===== src/sv/bbas_pkg.sv =====
// ----------------------------------------------------------------------------
// bbas_pkg: shared types and codes of the buzzer/backlight alarm sequencer
// Command codes, register indexes, register reset values and field types.
// ----------------------------------------------------------------------------
package bbas_pkg;

   typedef logic [2:0]  cmd_type;
   typedef logic [31:0] time_type;
   typedef logic [15:0] ms_type;
   typedef logic [1:0]  csr_idx_type;

   // command codes
   localparam cmd_type CMD_TICK         = 3'd0;
   localparam cmd_type CMD_FAST_BEEP    = 3'd1;
   localparam cmd_type CMD_SLOW_BEEP    = 3'd2;
   localparam cmd_type CMD_BEEP_REP_ON  = 3'd3;
   localparam cmd_type CMD_BEEP_REP_OFF = 3'd4;
   localparam cmd_type CMD_BLINK        = 3'd5;
   localparam cmd_type CMD_BLINK_REP_ON = 3'd6;
   localparam cmd_type CMD_BLINK_REP_OFF = 3'd7;

   // register indexes
   localparam csr_idx_type CSR_HALF_PERIOD = 2'd0;
   localparam csr_idx_type CSR_FAST_BEEP   = 2'd1;
   localparam csr_idx_type CSR_SLOW_BEEP   = 2'd2;
   localparam csr_idx_type CSR_BLINK       = 2'd3;

   // register reset values
   localparam ms_type HALF_PERIOD_RST = 16'd250;
   localparam ms_type FAST_BEEP_RST   = 16'd100;
   localparam ms_type SLOW_BEEP_RST   = 16'd500;
   localparam ms_type BLINK_RST       = 16'd200;

endpackage


===== src/sv/bbas_if.sv =====
// ----------------------------------------------------------------------------
// bbas_if: item channels of the alarm sequencer
// Request channel (command and time) and result channel (pin levels, status).
// ----------------------------------------------------------------------------
interface bbas_req_if;
   logic               valid;
   logic               ready;
   bbas_pkg::cmd_type  command;
   bbas_pkg::time_type now_ms;

   modport source (output valid, output command, output now_ms, input ready);
   modport sink   (input valid, input command, input now_ms, output ready);
endinterface

interface bbas_rsp_if;
   logic valid;
   logic ready;
   logic buzzer_level;
   logic backlight_level;
   logic beep_active;
   logic blink_active;

   modport source (output valid, output buzzer_level, output backlight_level,
                   output beep_active, output blink_active, input ready);
   modport sink   (input valid, input buzzer_level, input backlight_level,
                   input beep_active, input blink_active, output ready);
endinterface


===== src/sv/buzzer_backlight_alarm_sequencer.sv =====
// ----------------------------------------------------------------------------
// buzzer_backlight_alarm_sequencer: buzzer square wave and backlight blinker
// Applies command and tick items to the beep and blink channels, one result
// item per request item.
// ----------------------------------------------------------------------------
// The block takes one request item per clock cycle except while a result
// is stalled and the input register is full, and returns one result item
// for each, in order: the item is held in an input register, applied to the
// channel state by a single pass of compare and update logic, and the pin
// levels and channel status are captured in a result register. The request
// side keeps accepting while a result waits, as long as the input register
// is free. Register writes on the csr_ port take effect at the next clock
// edge and should be made while no item is in flight.
module buzzer_backlight_alarm_sequencer (
   input  logic                    clock,
   input  logic                    reset,
   input  logic                    csr_wr_en,
   input  bbas_pkg::csr_idx_type   csr_index,
   input  bbas_pkg::ms_type        csr_wdata,
   bbas_req_if.sink                req_ch,
   bbas_rsp_if.source              rsp_ch
);

   // configuration registers
   bbas_pkg::ms_type   half_period_ff, fast_beep_ff, slow_beep_ff, blink_ms_ff;

   // input stage
   logic               in_valid_ff;
   bbas_pkg::cmd_type  in_cmd_ff;
   bbas_pkg::time_type in_now_ff;

   // channel state
   logic               beep_en_ff, blink_en_ff, beep_rep_ff, blink_rep_ff;
   logic               beep_init_ff, blink_init_ff, beep_on_ff;
   logic               buzzer_ff, backlight_ff;
   bbas_pkg::time_type beep_time_ff, blink_time_ff;

   logic               beep_en_in, blink_en_in, beep_rep_in, blink_rep_in;
   logic               beep_init_in, blink_init_in, beep_on_in;
   logic               buzzer_in, backlight_in;
   bbas_pkg::time_type beep_time_in, blink_time_in;

   // result stage
   logic               rsp_valid_ff;
   logic               rsp_buzzer_ff, rsp_backlight_ff, rsp_beep_ff, rsp_blink_ff;

   logic               advance;
   logic               step;
   bbas_pkg::time_type half_period_ext;
   bbas_pkg::time_type beep_ref;
   bbas_pkg::time_type blink_ref;
   logic               beep_on_flip;

   assign advance         = !rsp_valid_ff || rsp_ch.ready;
   assign step            = in_valid_ff && advance;
   assign req_ch.ready    = !in_valid_ff || advance;
   assign half_period_ext = {16'd0, half_period_ff};

   // write configuration registers
   always_ff @(posedge clock) begin
      if (reset) begin
         half_period_ff <= bbas_pkg::HALF_PERIOD_RST;
         fast_beep_ff   <= bbas_pkg::FAST_BEEP_RST;
         slow_beep_ff   <= bbas_pkg::SLOW_BEEP_RST;
         blink_ms_ff    <= bbas_pkg::BLINK_RST;
      end else if (csr_wr_en) begin
         unique case (csr_index)
            bbas_pkg::CSR_HALF_PERIOD: half_period_ff <= csr_wdata;
            bbas_pkg::CSR_FAST_BEEP:   fast_beep_ff   <= csr_wdata;
            bbas_pkg::CSR_SLOW_BEEP:   slow_beep_ff   <= csr_wdata;
            bbas_pkg::CSR_BLINK:       blink_ms_ff    <= csr_wdata;
            default:                   half_period_ff <= half_period_ff;
         endcase
      end
   end

   // hold the accepted item
   always_ff @(posedge clock) begin
      if (reset) begin
         in_valid_ff <= 1'b0;
      end else if (req_ch.ready) begin
         in_valid_ff <= req_ch.valid;
      end
   end

   always_ff @(posedge clock) begin
      if (req_ch.ready && req_ch.valid) begin
         in_cmd_ff <= req_ch.command;
         in_now_ff <= req_ch.now_ms;
      end
   end

   // apply one item to the channel state
   always_comb begin
      beep_en_in    = beep_en_ff;
      blink_en_in   = blink_en_ff;
      beep_rep_in   = beep_rep_ff;
      blink_rep_in  = blink_rep_ff;
      beep_init_in  = beep_init_ff;
      blink_init_in = blink_init_ff;
      beep_on_in    = beep_on_ff;
      buzzer_in     = buzzer_ff;
      backlight_in  = backlight_ff;
      beep_time_in  = beep_time_ff;
      blink_time_in = blink_time_ff;
      beep_ref      = beep_time_ff;
      blink_ref     = blink_time_ff;
      beep_on_flip  = beep_on_ff;

      unique case (in_cmd_ff)
         bbas_pkg::CMD_TICK: begin
            // advance the beep channel first; blink may align to its time
            if (beep_en_ff) begin
               if (beep_rep_ff) begin
                  if (!beep_init_ff && blink_rep_ff && blink_init_ff) begin
                     beep_ref = blink_time_ff;
                  end
                  beep_init_in = 1'b1;
                  beep_time_in = beep_ref;
                  beep_on_flip = beep_on_ff;
                  buzzer_in    = buzzer_ff;
                  if ((in_now_ff - beep_ref) > half_period_ext) begin
                     beep_on_flip = !beep_on_ff;
                     if (beep_on_ff) begin
                        buzzer_in = 1'b0;
                     end
                     beep_time_in = in_now_ff;
                  end
                  beep_on_in = beep_on_flip;
                  if (beep_on_flip) begin
                     buzzer_in = !buzzer_in;
                  end
               end else if (beep_init_ff) begin
                  if (in_now_ff >= beep_time_ff) begin
                     buzzer_in  = 1'b0;
                     beep_en_in = 1'b0;
                  end else begin
                     buzzer_in = !buzzer_ff;
                  end
               end else begin
                  beep_time_in = beep_time_ff + in_now_ff;
                  beep_init_in = 1'b1;
                  buzzer_in    = !buzzer_ff;
               end
            end
            if (blink_en_ff) begin
               if (blink_rep_ff) begin
                  if (!blink_init_ff && beep_rep_ff) begin
                     blink_ref = beep_time_in;
                  end
                  blink_init_in = 1'b1;
                  blink_time_in = blink_ref;
                  if ((in_now_ff - blink_ref) > half_period_ext) begin
                     backlight_in  = !backlight_ff;
                     blink_time_in = in_now_ff;
                  end
               end else if (blink_init_ff) begin
                  if (in_now_ff >= blink_time_ff) begin
                     backlight_in = 1'b1;
                     blink_en_in  = 1'b0;
                  end
               end else begin
                  blink_time_in = blink_time_ff + in_now_ff;
                  backlight_in  = 1'b0;
                  blink_init_in = 1'b1;
               end
            end
         end
         bbas_pkg::CMD_FAST_BEEP, bbas_pkg::CMD_SLOW_BEEP: begin
            if (!beep_en_ff) begin
               beep_time_in = (in_cmd_ff == bbas_pkg::CMD_FAST_BEEP) ?
                              {16'd0, fast_beep_ff} : {16'd0, slow_beep_ff};
               beep_en_in   = 1'b1;
               beep_init_in = 1'b0;
            end
         end
         bbas_pkg::CMD_BEEP_REP_ON: begin
            if (!beep_en_ff) begin
               beep_time_in = '0;
               beep_en_in   = 1'b1;
               beep_rep_in  = 1'b1;
               beep_on_in   = 1'b1;
               beep_init_in = 1'b0;
            end
         end
         bbas_pkg::CMD_BEEP_REP_OFF: begin
            if (beep_rep_ff) begin
               beep_en_in  = 1'b0;
               beep_rep_in = 1'b0;
            end
         end
         bbas_pkg::CMD_BLINK: begin
            if (!blink_en_ff) begin
               blink_time_in = {16'd0, blink_ms_ff};
               blink_en_in   = 1'b1;
               blink_init_in = 1'b0;
            end
         end
         bbas_pkg::CMD_BLINK_REP_ON: begin
            if (!blink_en_ff) begin
               blink_time_in = '0;
               blink_en_in   = 1'b1;
               blink_rep_in  = 1'b1;
               blink_init_in = 1'b0;
            end
         end
         bbas_pkg::CMD_BLINK_REP_OFF: begin
            if (blink_rep_ff) begin
               blink_en_in  = 1'b0;
               blink_rep_in = 1'b0;
            end
         end
         default: begin
            beep_en_in = beep_en_ff;
         end
      endcase
   end

   // update channel state as the item moves to the result stage
   always_ff @(posedge clock) begin
      if (reset) begin
         beep_en_ff    <= 1'b0;
         blink_en_ff   <= 1'b0;
         beep_rep_ff   <= 1'b0;
         blink_rep_ff  <= 1'b0;
         beep_init_ff  <= 1'b0;
         blink_init_ff <= 1'b0;
         beep_on_ff    <= 1'b0;
         buzzer_ff     <= 1'b0;
         backlight_ff  <= 1'b1;
         beep_time_ff  <= '0;
         blink_time_ff <= '0;
      end else if (step) begin
         beep_en_ff    <= beep_en_in;
         blink_en_ff   <= blink_en_in;
         beep_rep_ff   <= beep_rep_in;
         blink_rep_ff  <= blink_rep_in;
         beep_init_ff  <= beep_init_in;
         blink_init_ff <= blink_init_in;
         beep_on_ff    <= beep_on_in;
         buzzer_ff     <= buzzer_in;
         backlight_ff  <= backlight_in;
         beep_time_ff  <= beep_time_in;
         blink_time_ff <= blink_time_in;
      end
   end

   // capture the result item
   always_ff @(posedge clock) begin
      if (reset) begin
         rsp_valid_ff <= 1'b0;
      end else if (advance) begin
         rsp_valid_ff <= in_valid_ff;
      end
   end

   always_ff @(posedge clock) begin
      if (step) begin
         rsp_buzzer_ff    <= buzzer_in;
         rsp_backlight_ff <= backlight_in;
         rsp_beep_ff      <= beep_en_in;
         rsp_blink_ff     <= blink_en_in;
      end
   end

   assign rsp_ch.valid           = rsp_valid_ff;
   assign rsp_ch.buzzer_level    = rsp_buzzer_ff;
   assign rsp_ch.backlight_level = rsp_backlight_ff;
   assign rsp_ch.beep_active     = rsp_beep_ff;
   assign rsp_ch.blink_active    = rsp_blink_ff;

endmodule


===== src/flat_wrapper.sv =====
// flat-port wrapper written by rule: the top's interface ports become plain ports
module buzzer_backlight_alarm_sequencer_flat 
  (clock, reset, csr_wr_en, csr_index, csr_wdata, req_ch_valid, req_ch_command, req_ch_now_ms, req_ch_ready, rsp_ch_valid, rsp_ch_buzzer_level, rsp_ch_backlight_level, rsp_ch_beep_active, rsp_ch_blink_active, rsp_ch_ready);
  bbas_req_if req_ch_i ();
  bbas_rsp_if rsp_ch_i ();
  input  logic clock;
  input  logic reset;
  input  logic csr_wr_en;
  input  bbas_pkg::csr_idx_type csr_index;
  input  bbas_pkg::ms_type csr_wdata;
  input wire logic [$bits(req_ch_i.valid)-1:0] req_ch_valid;
  input wire logic [$bits(req_ch_i.command)-1:0] req_ch_command;
  input wire logic [$bits(req_ch_i.now_ms)-1:0] req_ch_now_ms;
  output wire logic [$bits(req_ch_i.ready)-1:0] req_ch_ready;
  output wire logic [$bits(rsp_ch_i.valid)-1:0] rsp_ch_valid;
  output wire logic [$bits(rsp_ch_i.buzzer_level)-1:0] rsp_ch_buzzer_level;
  output wire logic [$bits(rsp_ch_i.backlight_level)-1:0] rsp_ch_backlight_level;
  output wire logic [$bits(rsp_ch_i.beep_active)-1:0] rsp_ch_beep_active;
  output wire logic [$bits(rsp_ch_i.blink_active)-1:0] rsp_ch_blink_active;
  input wire logic [$bits(rsp_ch_i.ready)-1:0] rsp_ch_ready;
  assign req_ch_i.valid = req_ch_valid;
  assign req_ch_i.command = req_ch_command;
  assign req_ch_i.now_ms = req_ch_now_ms;
  assign req_ch_ready = req_ch_i.ready;
  assign rsp_ch_valid = rsp_ch_i.valid;
  assign rsp_ch_buzzer_level = rsp_ch_i.buzzer_level;
  assign rsp_ch_backlight_level = rsp_ch_i.backlight_level;
  assign rsp_ch_beep_active = rsp_ch_i.beep_active;
  assign rsp_ch_blink_active = rsp_ch_i.blink_active;
  assign rsp_ch_i.ready = rsp_ch_ready;
  buzzer_backlight_alarm_sequencer u_core (.clock(clock), .reset(reset), .csr_wr_en(csr_wr_en), .csr_index(csr_index), .csr_wdata(csr_wdata), .req_ch(req_ch_i), .rsp_ch(rsp_ch_i));
endmodule

===== config.mk =====
export PLATFORM = sky130hd
export DESIGN_NAME = buzzer_backlight_alarm_sequencer_flat
export DESIGN_NICKNAME = d
export VERILOG_FILES = /design/src/sv/bbas_pkg.sv /design/src/sv/bbas_if.sv /design/src/sv/buzzer_backlight_alarm_sequencer.sv /design/src/flat_wrapper.sv
export SDC_FILE = /design/constraint.sdc
export NUM_CORES = 1
export LEC_CHECK = 0
export BUFFER_PORTS_ARGS = -buffer_cell sky130_fd_sc_hd__buf_2
export CORE_MARGIN = 8
export CORE_UTILIZATION = 50
export DETAILED_ROUTE_END_ITERATION = 10
export GPL_ROUTABILITY_DRIVEN = 1
export HOLD_SLACK_MARGIN = 0.15
export MAX_ROUTING_LAYER = met4
export PLACE_DENSITY = 0.69
export SLEW_MARGIN = 20
export SYNTH_ARGS = -nofsm -noshare
export SYNTH_HDL_FRONTEND = slang
export SYNTH_SLANG_ARGS = --single-unit

===== constraint.sdc =====
create_clock -name clock -period 10.96 [get_ports clock]
set_input_delay 2.74 -clock clock [delete_from_list [all_inputs] [get_ports clock]]
set_output_delay 2.74 -clock clock [all_outputs]
set_load 0.05 [all_outputs]

==> Word-level counts from Yosys, hierarchy flattened <==
Cells that the tools add are included.
{ "word_totals": {"register_bits": 178, "in_bits": 58, "out_inout_bits": 6} }
{ "classes": {"n_addsub": 4, "n_lt_le_gt_ge": 4, "eq_ne": 20, "n_mux": 69, "n_reduce_logical": 38} }
{ "op_table": {"columns": ["op", "count"], "rows": [
  ["$mux 32", 20],
  ["$pmux 32 s3", 2],
  ["$add 32x32->32", 2],
  ["$ge 32x32->1", 2],
  ["$gt 32x16->1", 2],
  ["$sub 32x32->32", 2],
  ["$mux 1", 39],
  ["$mux 16", 1],
  ["$eq 3x3->1 const B", 4],
  ["$ne 2x2->1 const B", 6],
  ["$reduce_and 4->1", 3],
  ["$pmux 1 s2", 5],
  ["$reduce_bool 2->1", 5],
  ["$logic_not 1->1", 8],
  ["$reduce_and 2->1", 4],
  ["$eq 3x2->1 const B", 2],
  ["$ne 2x1->1 const B", 3],
  ["$pmux 1 s3", 2],
  ["$reduce_and 3->1", 2],
  ["$reduce_and 6->1", 1],
  ["$reduce_bool 3->1", 2],
  ["$logic_and 1x1->1", 5],
  ["$reduce_and 5->1", 1],
  ["$eq 2x2->1 const B", 2],
  ["other kinds (8)", 10]
]} }

==> Longest topological paths before layout <==
{ "logic_depth": {"word_depth": 22, "depth_mapped": 60, "ltp_nobuf": 52} }

==> Least setup slack after synthesis <==
No wires, ideal clock.
{ "synth_timing": {"path_type": "register to register", "start": "register u_core.beep_init_ff", "end": "register u_core.rsp_backlight_ff (netlist: u_core.rsp_ch.backlight_level), data pin", "setup_ns": 0.258, "arrival_time_ns": 10.394, "required_ns": 10.702, "setup_slack_ns": 0.308, "stages_incl_launch_ff": 56, "synth_period_minus_slack_ns": 10.652, "path_cell_list": "dfxtp_1 -> buf_2 -> and3b_1 -> buf_6 -> buf_6 -> clkbuf_1 -> o21ai_0 -> ha_1 -> a211o_1 -> o211a_1 -> o221a_4 -> o211a_1 -> nor2_1 -> a21o_1 -> a21oi_1 -> o21bai_1 -> a21oi_1 -> xnor2_1 -> (+20 left out) -> a21o_1 -> xor2_1 -> ha_1 -> a21o_1 -> a21o_1 -> a21o_1 -> a21oi_1 -> o21ai_0 -> o21ai_0 -> nand4_1 -> nor4_1 -> nand4_1 -> or3_1 -> nor4_1 -> or4_1 -> buf_4 -> mux2_4 -> o221a_2"} }
{ "synth_between": {"elab_chain_cells": 22} }
{ "synth_lines": {"columns": ["item", "line", "source"], "rows": [
  ["start, declared", "buzzer_backlight_alarm_sequencer.sv:34", "logic beep_init_ff, blink_init_ff, beep_on_ff;"],
  ["start signal, assigned", "buzzer_backlight_alarm_sequencer.sv:238", "beep_init_ff <= beep_init_in;"],
  ["$logic_not 1->1", "buzzer_backlight_alarm_sequencer.sv:115", "if (!beep_init_ff && blink_rep_ff && blink_init_ff) begin"],
  ["$logic_and 1x1->1 (2 in series)", "buzzer_backlight_alarm_sequencer.sv:115", null],
  ["$mux 32", "buzzer_backlight_alarm_sequencer.sv:115", null],
  ["$mux 32", "buzzer_backlight_alarm_sequencer.sv:114", "if (beep_rep_ff) begin"],
  ["$mux 32", "buzzer_backlight_alarm_sequencer.sv:113", "if (beep_en_ff) begin"],
  ["$mux 32", "buzzer_backlight_alarm_sequencer.sv:110", "unique case (in_cmd_ff)"],
  ["$sub 32x32->32", "buzzer_backlight_alarm_sequencer.sv:122", "if ((in_now_ff - beep_ref) > half_period_ext) begin"],
  ["$gt 32x16->1", "buzzer_backlight_alarm_sequencer.sv:122", null],
  ["(+6 left out)", null, null],
  ["$mux 32 (*)", "buzzer_backlight_alarm_sequencer.sv:110", null],
  ["$sub 32x32->32 (*)", "buzzer_backlight_alarm_sequencer.sv:153", "if ((in_now_ff - blink_ref) > half_period_ext) begin"],
  ["$gt 32x16->1 (*)", "buzzer_backlight_alarm_sequencer.sv:153", null],
  ["$mux 1 (*)", "buzzer_backlight_alarm_sequencer.sv:153", null],
  ["$mux 1 (*)", "buzzer_backlight_alarm_sequencer.sv:147", "if (blink_rep_ff) begin"],
  ["$mux 1 (*)", "buzzer_backlight_alarm_sequencer.sv:146", "if (blink_en_ff) begin"],
  ["$mux 1 (*)", "buzzer_backlight_alarm_sequencer.sv:110", null],
  ["net u_core.backlight_in", "buzzer_backlight_alarm_sequencer.sv:40", "logic buzzer_in, backlight_in;"],
  ["end signal, assigned", "buzzer_backlight_alarm_sequencer.sv:260", "rsp_backlight_ff <= backlight_in;"],
  ["end, declared", "buzzer_backlight_alarm_sequencer.sv:45", "logic rsp_buzzer_ff, rsp_backlight_ff, rsp_beep_ff, rsp_blink_ff;"]
]} }
The timed path passes the listed nets; every way through them passes the cells marked *. The select of a mux whose other input is x is not followed.
A chain may end at the register's enable or synchronous reset.

==> Worst setup path in the final report <==
Ends and elaborated chain as after synthesis.

==> results.toml <==
[sta]
setup_viol_count_final = 0
relSlewSlack_pct = 24.3
hold_ws_ns = 0.453
hold_viol = 0
finalClockSkew_ns = 0.0205
worstMarginPinSlew_ns = 1.14
slew_viol_final = 0
fin_crit_ns = 10.45
final.setup.tns_ns = 0
max_freq_mhz = 95.7
worst_slack_ns = 0.506
post-route-period-util_pct = 95.4

[placement]
gp_congestion = 1.04
dpl-instance-area_sq_mm = 0.0199
pre_cts_ws_ns = -0.180
dpl.hpwl_mm = 56.2
portBuffers = 63

[critical_path]
critical-path-top-delay-family = "compound AO/OA/AOI/OAI gates"
reg2reg_depth = 51
cp_num_cells = 51
cp_max_fo = 26
arrival_ns = 10.67
start_kind = "flop"
slowest_stage = "or4_4"
critPathMaxStageDelay_ns = 0.46
reg2reg_from = "u_core.beep_init_ff"
path_class = "flop to flop"
required_ns = 11.18
cp-startpoint = "u_core.beep_init_ff"
path_buf_inv = 6
endpoint_kind = "flop"
r2r_slack_ns = 0.51
cpMostUsedCell = "a21o_1"

[die]
die_w_um = 207
die_y_um = 207
start_util_pct = 50.4
rows = 70
core_area_sq_mm = 0.0363
die_area_sq_mm = 0.0429
io_pins = 64

[cts]
worstSkewPairLatency_ns = 0.47
cts_tree = "built"
htreeDepth = 4
clkTransAtPathRegs_ns = 0.08
root_buffer = "clkbuf_16"
cts_max_path_buffers = 2
cts_buffers = 17
holdBufCountCts = 0
clock-sinks = 178

[pwr]
peakVddDrop_uv = 115
p_leak_nw = 8.33
powerDensity_mw_per_mm2 = 94.8

[layout]
num-fill-cells = 3443
drive_gt1_share_pct = 14.8
ff_latch_area_sq_mm = 0.00396
multi_input_area_sq_mm = 0.0135
nets = 2801
synthToLayoutAreaGrowth_pct = 14.1
final_area_sq_mm = 0.0208
diodes = 0

[run]
cap_violations = 0

[synthesis]
synth_top_area_share_pct = 15.2
synth_seq_area_share_pct = 21.6
yosysTopAreaCell = "dfxtp_1"
ys_types = 92
syn-num-nets = 2671
syn_area_per_cell_sq_um = 7.63
yosysWarnings = 0
syn_area_sq_mm = 0.0183
synth_edf_count = 39
ys_ff_latch = 178
ys_top_cells_by_area = "dfxtp_1, ha_1, a21oi_1"
synth_flop_cell = "dfxtp_1"
ys_async_sr_fraction_pct = 0
synthCells = 2393

[global_route]
grt.total_usage_pct = 33.1
grt_max_degree = 77
antenna_found_initial = 0
grt_pass1_wl_mm = 109
first_global_vias = 18100
overflow = 0

[routing]
drtIter0Drc = 2096
drcViolationCount = 0
vias_per_cell = 6.39
firstDrtPassIters = 5
wl_per_cell_um = 24.1
ant_nets = 0
wl_mm = 72.4
vias = 19200

[outcome]
outcome = "complete, no violations"

[hold_path]
hold_depth = 2
worstHoldStart = "u_core.blink_ms_ff[2]"
hp-class = "flop to flop"
metrics by stage:
stage | total power [mW] | instances | util (%)
detailed placement | 1.32 | 2962 | 54.9
global route | 2.05 | 3004 | 57.5
finish | 1.98 | 3004 | 57.5
floorplan | 1.11 | 2393 | -
CTS | 1.95 | 2994 | 56.6
global placement | 1.31 | 2962 | 54.9
final cells by class:
class                      count  area share, %
sequential                   178           19.0
tap                          468           2.81
clock buffer                  18           2.06
clock inverter                14          0.679
multi-input combinational   1936           64.9
timing repair buffer         226           7.61
inverter                     164           2.95
cell usage after synthesis (8+ instances only):
| cell | count |
|---|---|
| nand4_1 | 30 |
| a211o_1 | 12 |
| a221o_1 | 9 |
| edfxtp_1 | 39 |
| clkbuf_1 | 94 |
| o31ai_1 | 12 |
| and3_1 | 19 |
| and2_1 | 9 |
| nand2_1 | 229 |
| o21bai_1 | 40 |
| dfxtp_1 | 139 |
| nand2b_1 | 33 |
| o31a_1 | 8 |
| a21oi_1 | 276 |
| mux2i_1 | 42 |
| nor4_1 | 13 |
| xnor2_1 | 72 |
| xor2_1 | 30 |
| ha_1 | 217 |
| nand3_1 | 42 |
| o2111ai_1 | 11 |
| or2_2 | 10 |
| o21ai_0 | 124 |
| nor3_1 | 39 |
| o211ai_1 | 30 |
| a31oi_1 | 48 |
| buf_2 | 10 |
| inv_1 | 163 |
| o21ai_1 | 8 |
| nor2_1 | 195 |
| o21a_1 | 28 |
| mux2_2 | 24 |
| nor2b_1 | 20 |
| a21o_1 | 58 |
| nand3b_1 | 16 |
| a22o_1 | 12 |
| a211oi_1 | 26 |
| or3_1 | 14 |
| o22ai_1 | 32 |
| a22oi_1 | 35 |
per-layer routing:
layer / vias up / track usage, % / wire length (um)
met5: - / - / 0
met3: 169 / 6.36 / 6720
met4: 0 / 14.6 / 3350
met1: 9036 / 42.8 / 31300
li1: 8997 / - / -
met2: 985 / 49.6 / 31000
worst paths after layout:
path	endpoint
worst max-delay path	u_core.rsp_ch.backlight_level
worst min-delay path	u_core.blink_ms_ff[2]
worst max register to register	u_core.rsp_ch.backlight_level
worst min register to register	u_core.blink_ms_ff[2]
state kept, by name, indices dropped and copies added, names as in the netlist, 3 cells and up:
register	flops
u_core.slow_beep_ff	16
u_core.half_period_ff	16
u_core.fast_beep_ff	16
u_core.blink_time_ff	32
u_core.in_cmd_ff	3
u_core.beep_time_ff	32
u_core.blink_ms_ff	16
u_core.in_now_ff	32
where the power goes:
group          internal (mW)  total, mW  leakage, nW  switching (mW)
clock network          0.303      0.638        0.283           0.335
registers              0.694      0.726         1.51          0.0323
logic                  0.242      0.612         6.54           0.370
cell usage in the layout (no fill, tap or decap), types with 35 or more instances in the layout:
master | synthesis | layout
a22oi_1 | 35 | 35
nand2_1 | 229 | 229
a31oi_1 | 48 | 47
buf_2 | 10 | 63
nand3_1 | 42 | 42
o21ai_0 | 124 | 114
a21oi_1 | 276 | 264
nor2_1 | 195 | 189
mux2i_1 | 42 | 35
buf_4 | 4 | 157
inv_1 | 163 | 163
xnor2_1 | 72 | 71
edfxtp_1 | 39 | 39
nor3_1 | 39 | 35
a21o_1 | 58 | 58
dfxtp_1 | 139 | 138
o21bai_1 | 40 | 40
ha_1 | 217 | 214
kinds of logic after synthesis:
| group | share of synthesized area, % |
|---|---|
| compound gates | 29.7 |
| fa+ha+maj | 15.4 |
| flops | 21.6 |
| simple gates | 18.3 |
| buf+inv | 5.97 |
| mux | 4.11 |
| xor+xnor | 4.98 |
repair_timing:
item | CTS | global route
cloned | 0 | 1
resized for setup | 14 | 55
endpoints found under the setup margin | 32 | 34
buffers inserted | 0 | 9
pin swaps | 2 | 27
worst register-to-register path: cells and delay by family, from the launching register on:
kind / cells / cell delay, ns
buffers and inverters: 6 / 0.97
and+or+nand+nor: 15 / 3.10
AOI/OAI and AO/OA: 22 / 3.70
xor gates and xnor gates: 2 / 0.34
adders and majority gates: 4 / 1.21
DFF: 1 / 0.31
muxes: 2 / 0.58
(Power assumes the default switching activity.)
